--- src/hw/rtl/mau_pkg.sv ---
package mau_pkg;

  localparam int unsigned DataWidth = 32;

  typedef enum logic [2:0] {
    CMD_ADD  = 3'd0,
    CMD_SUB  = 3'd1,
    CMD_MUL  = 3'd2,
    CMD_POW  = 3'd3,
    CMD_INVA = 3'd4,
    CMD_INVB = 3'd5,
    CMD_DIVA = 3'd6,
    CMD_DIVB = 3'd7
  } cmd_e;

  typedef struct packed {
    logic [2:0]           cmd;
    logic [DataWidth-1:0] operand_a;
    logic [DataWidth-1:0] operand_b;
  } in_word_t;

  typedef struct packed {
    logic [DataWidth-1:0] result;
    logic                 no_inverse;
  } out_word_t;

  typedef enum logic [3:0] {
    ST_IDLE,
    ST_RED_A,
    ST_RED_B,
    ST_DISPATCH,
    ST_POW_MUL,
    ST_POW_SQR,
    ST_INV_DIV,
    ST_INV_MUL,
    ST_INV_NEXT,
    ST_FINAL_MUL,
    ST_DONE
  } state_e;

endpackage

--- src/hw/rtl/mau_fifo.sv ---
module mau_fifo
  import mau_pkg::*;
(
  input  logic     clk_i,
  input  logic     rst_ni,
  input  logic     wr_i,
  input  in_word_t wdata_i,
  output logic     full_o,
  input  logic     rd_i,
  output logic     empty_o,
  output in_word_t rdata_o
);

  in_word_t   mem_q [2];
  logic       wp_q, rp_q;
  logic [1:0] cnt_q;

  assign full_o  = (cnt_q == 2'd2);
  assign empty_o = (cnt_q == 2'd0);
  assign rdata_o = mem_q[rp_q];

  always_ff @(posedge clk_i) begin
    if (wr_i) begin
      mem_q[wp_q] <= wdata_i;
    end
  end

  always_ff @(posedge clk_i or negedge rst_ni) begin
    if (!rst_ni) begin
      wp_q  <= 1'b0;
      rp_q  <= 1'b0;
      cnt_q <= 2'd0;
    end else begin
      if (wr_i) begin
        wp_q <= ~wp_q;
      end
      if (rd_i) begin
        rp_q <= ~rp_q;
      end
      cnt_q <= cnt_q + {1'b0, wr_i} - {1'b0, rd_i};
    end
  end

endmodule

--- src/hw/rtl/mau_mulmod.sv ---
// Bit-serial modular multiply: one doubling and conditional add per cycle.
module mau_mulmod #(
  parameter int unsigned Width = 32
) (
  input  logic             clk_i,
  input  logic             rst_ni,
  input  logic             start_i,
  input  logic [Width-1:0] x_i,
  input  logic [Width-1:0] y_i,
  input  logic [Width-1:0] m_i,
  output logic             done_o,
  output logic [Width-1:0] p_o
);

  localparam int unsigned CntW = $clog2(Width + 1);

  logic [Width-1:0] acc_q, acc_d, y_q, x_q, dbl, sum;
  logic [CntW-1:0]  cnt_q;
  logic             busy_q;

  function automatic logic [Width-1:0] addm(logic [Width-1:0] u, logic [Width-1:0] v,
                                           logic [Width-1:0] m);
    logic [Width-1:0] t;
    t = m - v;
    return (u >= t) ? (u - t) : (u + v);
  endfunction

  always_comb begin
    dbl   = addm(acc_q, acc_q, m_i);
    sum   = addm(dbl, x_q, m_i);
    acc_d = y_q[Width-1] ? sum : dbl;
  end

  assign p_o = acc_q;

  always_ff @(posedge clk_i) begin
    if (start_i) begin
      acc_q <= '0;
      x_q   <= x_i;
      y_q   <= y_i;
    end else if (busy_q) begin
      acc_q <= acc_d;
      y_q   <= {y_q[Width-2:0], 1'b0};
    end
  end

  always_ff @(posedge clk_i or negedge rst_ni) begin
    if (!rst_ni) begin
      busy_q <= 1'b0;
      cnt_q  <= '0;
      done_o <= 1'b0;
    end else begin
      done_o <= busy_q && !start_i && (cnt_q == CntW'(1));
      if (start_i) begin
        busy_q <= 1'b1;
        cnt_q  <= CntW'(Width);
      end else if (busy_q) begin
        cnt_q <= cnt_q - 1'b1;
        if (cnt_q == CntW'(1)) begin
          busy_q <= 1'b0;
        end
      end
    end
  end

endmodule

--- src/hw/rtl/mau_divmod.sv ---
// Restoring divider, one quotient bit per cycle.
module mau_divmod #(
  parameter int unsigned Width = 32
) (
  input  logic             clk_i,
  input  logic             rst_ni,
  input  logic             start_i,
  input  logic [Width-1:0] n_i,
  input  logic [Width-1:0] d_i,
  output logic             done_o,
  output logic [Width-1:0] q_o,
  output logic [Width-1:0] r_o
);

  localparam int unsigned CntW = $clog2(Width + 1);

  logic [Width-1:0] n_q, d_q, r_q;
  logic [Width:0]   trial;
  logic [CntW-1:0]  cnt_q;
  logic             busy_q;

  assign trial = {r_q, n_q[Width-1]};
  assign q_o   = n_q;
  assign r_o   = r_q;

  always_ff @(posedge clk_i) begin
    if (start_i) begin
      n_q <= n_i;
      d_q <= d_i;
      r_q <= '0;
    end else if (busy_q) begin
      if (trial >= {1'b0, d_q}) begin
        r_q <= Width'(trial - {1'b0, d_q});
        n_q <= {n_q[Width-2:0], 1'b1};
      end else begin
        r_q <= trial[Width-1:0];
        n_q <= {n_q[Width-2:0], 1'b0};
      end
    end
  end

  always_ff @(posedge clk_i or negedge rst_ni) begin
    if (!rst_ni) begin
      busy_q <= 1'b0;
      cnt_q  <= '0;
      done_o <= 1'b0;
    end else begin
      done_o <= busy_q && !start_i && (cnt_q == CntW'(1));
      if (start_i) begin
        busy_q <= 1'b1;
        cnt_q  <= CntW'(Width);
      end else if (busy_q) begin
        cnt_q <= cnt_q - 1'b1;
        if (cnt_q == CntW'(1)) begin
          busy_q <= 1'b0;
        end
      end
    end
  end

endmodule

--- src/hw/rtl/mau_core.sv ---
module mau_core
  import mau_pkg::*;
#(
  parameter int unsigned Width = DataWidth
) (
  input  logic             clk_i,
  input  logic             rst_ni,
  input  logic             start_i,
  input  in_word_t         word_i,
  input  logic [Width-1:0] m_i,
  output logic             busy_o,
  output logic             done_o,
  output out_word_t        res_o
);

  state_e state_q, state_d;
  cmd_e   cmd_q;
  logic [Width-1:0] a_q, b_q, e_q, base_q, acc_q, m_q;
  logic [Width-1:0] r0_q, r1_q, t0_q, t1_q;
  logic             err_q;

  logic             mul_start, div_start, mul_done, div_done;
  logic [Width-1:0] mul_x, mul_y, mul_p, div_n, div_d, div_qt, div_r;

  mau_mulmod #(.Width(Width)) u_mul (
    .clk_i, .rst_ni, .start_i(mul_start), .x_i(mul_x), .y_i(mul_y), .m_i(m_q),
    .done_o(mul_done), .p_o(mul_p)
  );

  mau_divmod #(.Width(Width)) u_div (
    .clk_i, .rst_ni, .start_i(div_start), .n_i(div_n), .d_i(div_d),
    .done_o(div_done), .q_o(div_qt), .r_o(div_r)
  );

  logic [Width-1:0] one_m, t_sub, inv_v, fin_x;
  logic             inv_on_a;
  assign one_m    = (m_q == Width'(1)) ? '0 : Width'(1);
  assign inv_on_a = (cmd_q == CMD_INVA) || (cmd_q == CMD_DIVB);
  assign inv_v    = inv_on_a ? a_q : b_q;
  assign fin_x    = inv_on_a ? b_q : a_q;
  // t0 - mul_p mod m
  assign t_sub    = (t0_q >= mul_p) ? (t0_q - mul_p) : (m_q - (mul_p - t0_q));

  assign busy_o = (state_q != ST_IDLE);
  assign done_o = (state_q == ST_DONE);
  assign res_o.result     = DataWidth'(err_q ? '0 : acc_q);
  assign res_o.no_inverse = err_q;

  always_comb begin
    state_d   = state_q;
    mul_start = 1'b0;
    div_start = 1'b0;
    mul_x     = acc_q;
    mul_y     = base_q;
    div_n     = a_q;
    div_d     = m_q;
    unique case (state_q)
      ST_IDLE: begin
        if (start_i) begin
          state_d = ST_RED_A;
        end
      end
      ST_RED_A: begin
        div_start = 1'b1;
        state_d   = ST_RED_B;
      end
      ST_RED_B: begin
        if (div_done) begin
          div_start = 1'b1;
          div_n     = b_q;
          state_d   = ST_DISPATCH;
        end
      end
      ST_DISPATCH: begin
        if (div_done) begin
          state_d = ST_DONE;
          unique case (cmd_q) inside
            CMD_ADD, CMD_SUB: state_d = ST_DONE;
            CMD_MUL: begin
              mul_start = 1'b1;
              mul_x = a_q;
              mul_y = div_r;
              state_d = ST_FINAL_MUL;
            end
            CMD_POW: begin
              if (a_q != '0 && e_q != '0) begin
                state_d = ST_POW_MUL;
              end
            end
            default: state_d = ST_INV_DIV;
          endcase
        end
      end
      ST_POW_MUL: begin
        if (e_q == '0) begin
          state_d = ST_DONE;
        end else begin
          mul_start = 1'b1;
          state_d   = ST_POW_SQR;
        end
      end
      ST_POW_SQR: begin
        if (mul_done) begin
          mul_start = 1'b1;
          mul_x     = base_q;
          state_d   = ST_FINAL_MUL;
        end
      end
      ST_INV_DIV: begin
        if (r1_q == '0) begin
          if (r0_q != Width'(1)) begin
            state_d = ST_DONE;
          end else if (cmd_q == CMD_INVA || cmd_q == CMD_INVB) begin
            state_d = ST_DONE;
          end else begin
            mul_start = 1'b1;
            mul_x     = fin_x;
            mul_y     = t0_q;
            state_d   = ST_FINAL_MUL;
          end
        end else begin
          div_start = 1'b1;
          div_n     = r0_q;
          div_d     = r1_q;
          state_d   = ST_INV_MUL;
        end
      end
      ST_INV_MUL: begin
        // reduce the quotient mod m as soon as it is out
        if (div_done) begin
          div_start = 1'b1;
          div_n     = div_qt;
          div_d     = m_q;
          state_d   = ST_INV_NEXT;
        end
      end
      ST_INV_NEXT: begin
        // multiply the reduced quotient by t1; hold here until the product is out
        if (div_done) begin
          mul_start = 1'b1;
          mul_x     = t1_q;
          mul_y     = div_r;
        end
      end
      ST_FINAL_MUL: begin
        if (mul_done) begin
          state_d = (cmd_q == CMD_POW) ? ST_POW_MUL : ST_DONE;
        end
      end
      ST_DONE: state_d = ST_IDLE;
      default: state_d = ST_IDLE;
    endcase
  end

  // Inverse-loop multiply completion is tracked by a flag.
  logic inv_mul_q;

  always_ff @(posedge clk_i) begin
    unique case (state_q)
      ST_IDLE: begin
        if (start_i) begin
          cmd_q <= cmd_e'(word_i.cmd);
          a_q   <= Width'(word_i.operand_a);
          b_q   <= Width'(word_i.operand_b);
          e_q   <= Width'(word_i.operand_b);
          m_q   <= (m_i == '0) ? Width'(1) : m_i;
          err_q <= 1'b0;
        end
      end
      ST_RED_B: begin
        if (div_done) begin
          a_q <= div_r;
        end
      end
      ST_DISPATCH: begin
        if (div_done) begin
          b_q    <= div_r;
          base_q <= a_q;
          r0_q   <= m_q;
          r1_q   <= ((cmd_q == CMD_INVA) || (cmd_q == CMD_DIVB)) ? a_q : div_r;
          t0_q   <= '0;
          t1_q   <= one_m;
          unique case (cmd_q)
            CMD_ADD: acc_q <= (a_q >= m_q - div_r) ? a_q - (m_q - div_r) : a_q + div_r;
            CMD_SUB: acc_q <= (a_q >= div_r) ? a_q - div_r : m_q - (div_r - a_q);
            CMD_POW: acc_q <= (a_q == '0) ? '0 : one_m;
            default: acc_q <= '0;
          endcase
        end
      end
      ST_POW_SQR: begin
        if (mul_done && e_q[0]) begin
          acc_q <= mul_p;
        end
        if (mul_done) begin
          e_q <= e_q >> 1;
        end
      end
      ST_INV_DIV: begin
        if (r1_q == '0) begin
          if (r0_q != Width'(1)) begin
            err_q <= 1'b1;
          end else begin
            acc_q <= t0_q;
          end
        end
      end
      ST_INV_MUL: begin
        if (div_done) begin
          r0_q <= r1_q;
          r1_q <= div_r;
        end
      end
      ST_FINAL_MUL: begin
        if (mul_done) begin
          if (cmd_q == CMD_POW) begin
            base_q <= mul_p;
          end else begin
            acc_q <= mul_p;
          end
        end
      end
      default: ;
    endcase
    if (inv_mul_q && mul_done) begin
      t0_q <= t1_q;
      t1_q <= t_sub;
    end
  end

  // Each pow step multiplies acc by base in ST_POW_MUL, keeps the product only for a
  // set exponent bit, then squares the base through ST_FINAL_MUL.
  always_ff @(posedge clk_i or negedge rst_ni) begin
    if (!rst_ni) begin
      state_q   <= ST_IDLE;
      inv_mul_q <= 1'b0;
    end else begin
      if (inv_mul_q) begin
        if (mul_done) begin
          inv_mul_q <= 1'b0;
          state_q   <= ST_INV_DIV;
        end
      end else begin
        state_q <= state_d;
        if (state_q == ST_INV_NEXT && div_done) begin
          inv_mul_q <= 1'b1;
        end
      end
    end
  end

endmodule

--- src/hw/rtl/modular_arithmetic_unit_top.sv ---
// Sequence from input accept to output valid: both operands are reduced by serial divides,
// then mul runs one serial multiply, pow two per exponent bit, and inverse two serial
// divides and one serial multiply per Euclid step; divide adds one more multiply.
// Throughput: one word at a time in the back end; a two-entry queue decouples input.
// Reset: asynchronous active low; modulus returns to 1, queue and output empty.
module modular_arithmetic_unit_top
  import mau_pkg::*;
#(
  parameter int unsigned WIDTH = DataWidth
) (
  input  logic      clk_i,
  input  logic      rst_ni,
  input  logic      in_valid_i,
  output logic      in_stall_o,
  input  in_word_t  in_data_i,
  output logic      out_valid_o,
  input  logic      out_stall_i,
  output out_word_t out_data_o,
  input  logic      cfg_valid_i,
  output logic      cfg_ready_o,
  input  logic [DataWidth-1:0] cfg_data_i
);

  // Modulus register, masked to WIDTH bits.
  logic [WIDTH-1:0] mod_q;
  assign cfg_ready_o = 1'b1;

  always_ff @(posedge clk_i or negedge rst_ni) begin
    if (!rst_ni) begin
      mod_q <= WIDTH'(1);
    end else if (cfg_valid_i) begin
      mod_q <= WIDTH'(cfg_data_i);
    end
  end

  // Front: queue accepted words.
  logic     q_full, q_empty, q_rd, in_acc;
  in_word_t q_word, masked;
  assign in_acc     = in_valid_i && !in_stall_o;
  assign in_stall_o = q_full;
  always_comb begin
    masked           = in_data_i;
    masked.operand_a = DataWidth'(WIDTH'(in_data_i.operand_a));
    masked.operand_b = DataWidth'(WIDTH'(in_data_i.operand_b));
  end

  mau_fifo u_fifo (
    .clk_i, .rst_ni, .wr_i(in_acc), .wdata_i(masked), .full_o(q_full),
    .rd_i(q_rd), .empty_o(q_empty), .rdata_o(q_word)
  );

  // Back: one word through the core, result held in an output register.
  logic      core_busy, core_done;
  out_word_t core_res;
  logic      ov_q;
  assign q_rd = !q_empty && !core_busy && !ov_q;

  mau_core #(.Width(WIDTH)) u_core (
    .clk_i, .rst_ni, .start_i(q_rd), .word_i(q_word), .m_i(mod_q),
    .busy_o(core_busy), .done_o(core_done), .res_o(core_res)
  );

  always_ff @(posedge clk_i) begin
    if (core_done) begin
      out_data_o <= core_res;
    end
  end

  always_ff @(posedge clk_i or negedge rst_ni) begin
    if (!rst_ni) begin
      ov_q <= 1'b0;
    end else if (core_done) begin
      ov_q <= 1'b1;
    end else if (!out_stall_i) begin
      ov_q <= 1'b0;
    end
  end
  assign out_valid_o = ov_q;

  // Hold a stalled output word.
  a_hold: assert property (@(posedge clk_i) disable iff (!rst_ni)
    out_valid_o && out_stall_i |=> out_valid_o && $stable(out_data_o))
    else $error("output word changed under stall");
  // Never finish while a result is still pending.
  a_no_clobber: assert property (@(posedge clk_i) disable iff (!rst_ni)
    core_done |-> !ov_q)
    else $error("result overwritten");
  // Error implies zero result.
  a_err_zero: assert property (@(posedge clk_i) disable iff (!rst_ni)
    out_valid_o && out_data_o.no_inverse |-> out_data_o.result == '0)
    else $error("no_inverse with nonzero result");

endmodule

--- config.mk ---
export PLATFORM = sky130hd
export DESIGN_NAME = modular_arithmetic_unit_top
export DESIGN_NICKNAME = d
export VERILOG_FILES = /design/src/hw/rtl/mau_pkg.sv /design/src/hw/rtl/mau_fifo.sv /design/src/hw/rtl/mau_mulmod.sv /design/src/hw/rtl/mau_divmod.sv /design/src/hw/rtl/mau_core.sv /design/src/hw/rtl/modular_arithmetic_unit_top.sv
export SDC_FILE = /design/constraint.sdc
export NUM_CORES = 2
export LEC_CHECK = 0
export BUFFER_PORTS_ARGS = -buffer_cell sky130_fd_sc_hd__buf_4
export CORE_ASPECT_RATIO = 0.6
export CORE_MARGIN = 2
export CORE_UTILIZATION = 50
export CTS_CLUSTER_SIZE = 28
export DETAILED_ROUTE_END_ITERATION = 8
export GPL_ROUTABILITY_DRIVEN = 0
export PLACE_DENSITY = 0.64
export SYNTH_ARGS = -nofsm -noshare
export SYNTH_HDL_FRONTEND = slang
export SYNTH_SLANG_ARGS = --single-unit
--- constraint.sdc ---
create_clock -name clk_i -period 24.3 [get_ports clk_i]
set_input_delay 2.43 -clock clk_i [delete_from_list [all_inputs] [get_ports clk_i]]
set_output_delay 2.43 -clock clk_i [all_outputs]
set_load 0.01 [all_outputs]
==> results.json <==
{
  "synth_area_leaders": "edfxtp_1 (34%), ha_1 (9.3%), a21oi_1 (4.0%), xnor2_1 (3.6%), o21ai_0 (3.6%)",
  "htreeDepth": 3,
  "clock.fmax_mhz": 77.1,
  "syn_area_mm2": 0.0546,
  "relSlewSlack_pct": 10.0,
  "tightest_slew_ns": 1.35,
  "final.setup.tns_ns": 0,
  "avgSynthCellArea_um2": 9.28,
  "top_register": "u_fifo.mem_q",
  "synth.most_common_cell": "edfxtp_1",
  "cp.arrival_ns": 13.52,
  "cts_hold_buffers": 0,
  "ys_ff_latch": 741,
  "hold_path_class": "register to register",
  "worstSetupPathType": "register to register",
  "clk_pin_slew_worst_paths_ns": 0.06,
  "violations": "design-rule violations",
  "final_nets": 6491,
  "synthArstFlopShare_pct": 7.83,
  "clock_skew_ns": 0.0325,
  "cp_slowest_cell": "a21o_1",
  "finalCritPeriodShare_pct": 53.4,
  "drcViolationCount": 3,
  "postRouteAntennaNets": 0,
  "grt_max_degree": 73,
  "seq_area_frac_synth_pct": 39.0,
  "start_kind": "register",
  "synthCells": 5887,
  "timing.hold.ws_ns": 0.479,
  "hpwl_mm": 152,
  "status": "complete, but fails checks",
  "critPathMaxFanout": 42,
  "synth.top_cell.area_share_pct": 34.0,
  "grt_pass1_vias": 43000,
  "grt_use_total_pct": 34.7,
  "seqCellArea_mm2": 0.0213,
  "syn_nets": 6467,
  "cts_num_sinks": 741,
  "post-route-util_pct": 55.4,
  "cts_buffers": 75,
  "io_buffers": 138,
  "multi_input_area_mm2": 0.0305,
  "cts_buffer_depth": 3,
  "yosysTopAreaCell": "edfxtp_1",
  "yosysUniqueCellTypes": 110,
  "max-cap-violations": 0,
  "largest_reg_flops": 134,
  "clockRootBuffer": "clkbuf_16",
  "post-cts-setup-buffer-count": 0,
  "worstPathRequired_ns": 24.85,
  "pre_cts_ws_ns": 12.01,
  "core_area_mm2": 0.108,
  "drv_slew": 0,
  "grt-ovfl-total": 0,
  "dieArea_mm2": 0.112,
  "cpPeakStageDelay_ns": 0.89,
  "yosysWarnings": 0,
  "grt_pass1_wl_mm": 289,
  "largestRegisters": "u_fifo.mem_q (134), out_data_o (33)",
  "wl_per_cell_um": 26.9,
  "fp.dieH_um": 260,
  "cts_tree": "done",
  "fin_ws_ns": 11.32,
  "io-pin-count": 140,
  "antenna_found_initial": 3,
  "die_w_um": 431,
  "synth_enable_flop_cells": 619,
  "period_needed_ns": 12.98,
  "drt_iter0_drc": 8093,
  "rsz0062_at_grt": "false",
  "routed_via_density": 6.51,
  "vias": 48200,
  "initial_utilization_pct": 50.7,
  "worstSkewPairLatency_ns": 0.70,
  "cp_common_cell": "a21oi_1",
  "synth_commonest_cells": "edfxtp_1 (619), nor2_1 (513), nand2_1 (507)",
  "cts-resized-gates": 0,
  "end_kind": "register",
  "fillers": 9589,
  "drt-total-wl_mm": 199,
  "synth-main-ff-cell": "edfxtp_1",
  "area_growth_pct": 9.41,
  "setup_viol": 0,
  "drive_gt1_share_pct": 7.92,
  "hold_viol_final": 0,
  "rows": 93,
  "drtPass1Iterations": 9
}
-- final timing paths --
path / startpoint / end / slack [ns] / cells past startpoint
setup / recovery: u_core.m_q[0]$_SDFFCE_PN1P_ / u_core.u_mul.p_o[7]$_SDFFE_PP0P_ / 11.32 / 46
hold / removal: mod_q[12]$_DFFE_PN0P_ / u_core.m_q[12]$_SDFFCE_PN0P_ / 0.48 / 0
setup reg to reg: u_core.m_q[0]$_SDFFCE_PN1P_ / u_core.u_mul.p_o[7]$_SDFFE_PP0P_ / 11.32 / 46
hold reg to reg: mod_q[12]$_DFFE_PN0P_ / u_core.m_q[12]$_SDFFCE_PN0P_ / 0.48 / 0
max in group asynchronous: rst_ni / u_fifo.rp_q$_DFFE_PN0P_ / 21.56 / 1
min in group asynchronous: rst_ni / mod_q[30]$_DFFE_PN0P_ / 1.90 / 1
-- cell type report --
type	count	area share [%]
diodes	2	0.00838
clock buffers	99	3.57
clock inverters	40	0.775
inverters	508	3.20
multi-input cells	4374	51.1
flip-flops and latches	741	35.7
well taps	1425	2.98
repair buffers	211	2.65
-- layout by cell type, fill, tap and decap left out, types with 22 or more instances in the layout --
| master | count |
|---|---|
| nor3_1 | 111 |
| and3_1 | 69 |
| nand4_1 | 45 |
| mux2i_1 | 133 |
| a211oi_1 | 52 |
| clkbuf_16 | 82 |
| nor4_1 | 59 |
| a31oi_1 | 68 |
| inv_1 | 503 |
| nand3_1 | 83 |
| o31ai_1 | 27 |
| nor2_1 | 505 |
| a21boi_0 | 25 |
| fa_1 | 71 |
| o22ai_1 | 27 |
| or2_2 | 22 |
| edfxtp_1 | 619 |
| ha_1 | 405 |
| o21a_1 | 36 |
| or3_1 | 36 |
| a222oi_1 | 85 |
| xor2_1 | 127 |
| dfrtp_1 | 55 |
| dfxtp_1 | 64 |
| a22oi_1 | 81 |
| buf_4 | 211 |
| xnor2_1 | 223 |
| o211ai_1 | 35 |
| o21ai_0 | 387 |
| and2_1 | 32 |
| a21oi_1 | 437 |
| nor2b_1 | 80 |
| nand2_1 | 506 |
| mux2_2 | 42 |
| nand2b_1 | 61 |
| o21bai_1 | 56 |
| a21o_1 | 151 |
-- per-stage QoR --
stage,instances,area [um2]
2_1_floorplan,5887,54600
3_3_place_gp,7259,57100
3_5_place_dp,7259,57100
4_1_cts,7398,59700
5_1_grt,7398,59700
6_report,7400,59700
-- kinds of logic after synthesis --
| group | synth area share (%) |
|---|---|
| flip-flops | 39.0 |
| buffers and inverters | 5.36 |
| AO/OA/AOI/OAI | 20.4 |
| adder cells (fa/ha/maj) | 12.0 |
| multiplexers | 3.35 |
| XOR/XNOR | 5.64 |
| other | 0.00687 |
| AND/OR/NAND/NOR | 14.2 |
-- critical path: cells and delay by family (launching register included) --
family	cells	cell delay, ns
muxes	1	0.32
DFF	1	0.42
AOI/OAI and AO/OA	29	8.78
and+or+nand+nor	8	1.04
adders and majority gates	4	1.46
buffers and inverters	3	0.66
xor gates and xnor gates	1	0.11
-- metal layers --
metal,vias to the layer above,routed length (um),track usage (%)
met3,405,30100,12.0
li1,21600,-,-
met4,2,6960,10.9
met1,22900,87600,53.0
met2,3347,74700,44.8
met5,-,13,0
Power is not shown: default switching activity piles up to over one toggle a cycle in this logic, so the estimate is an artifact.
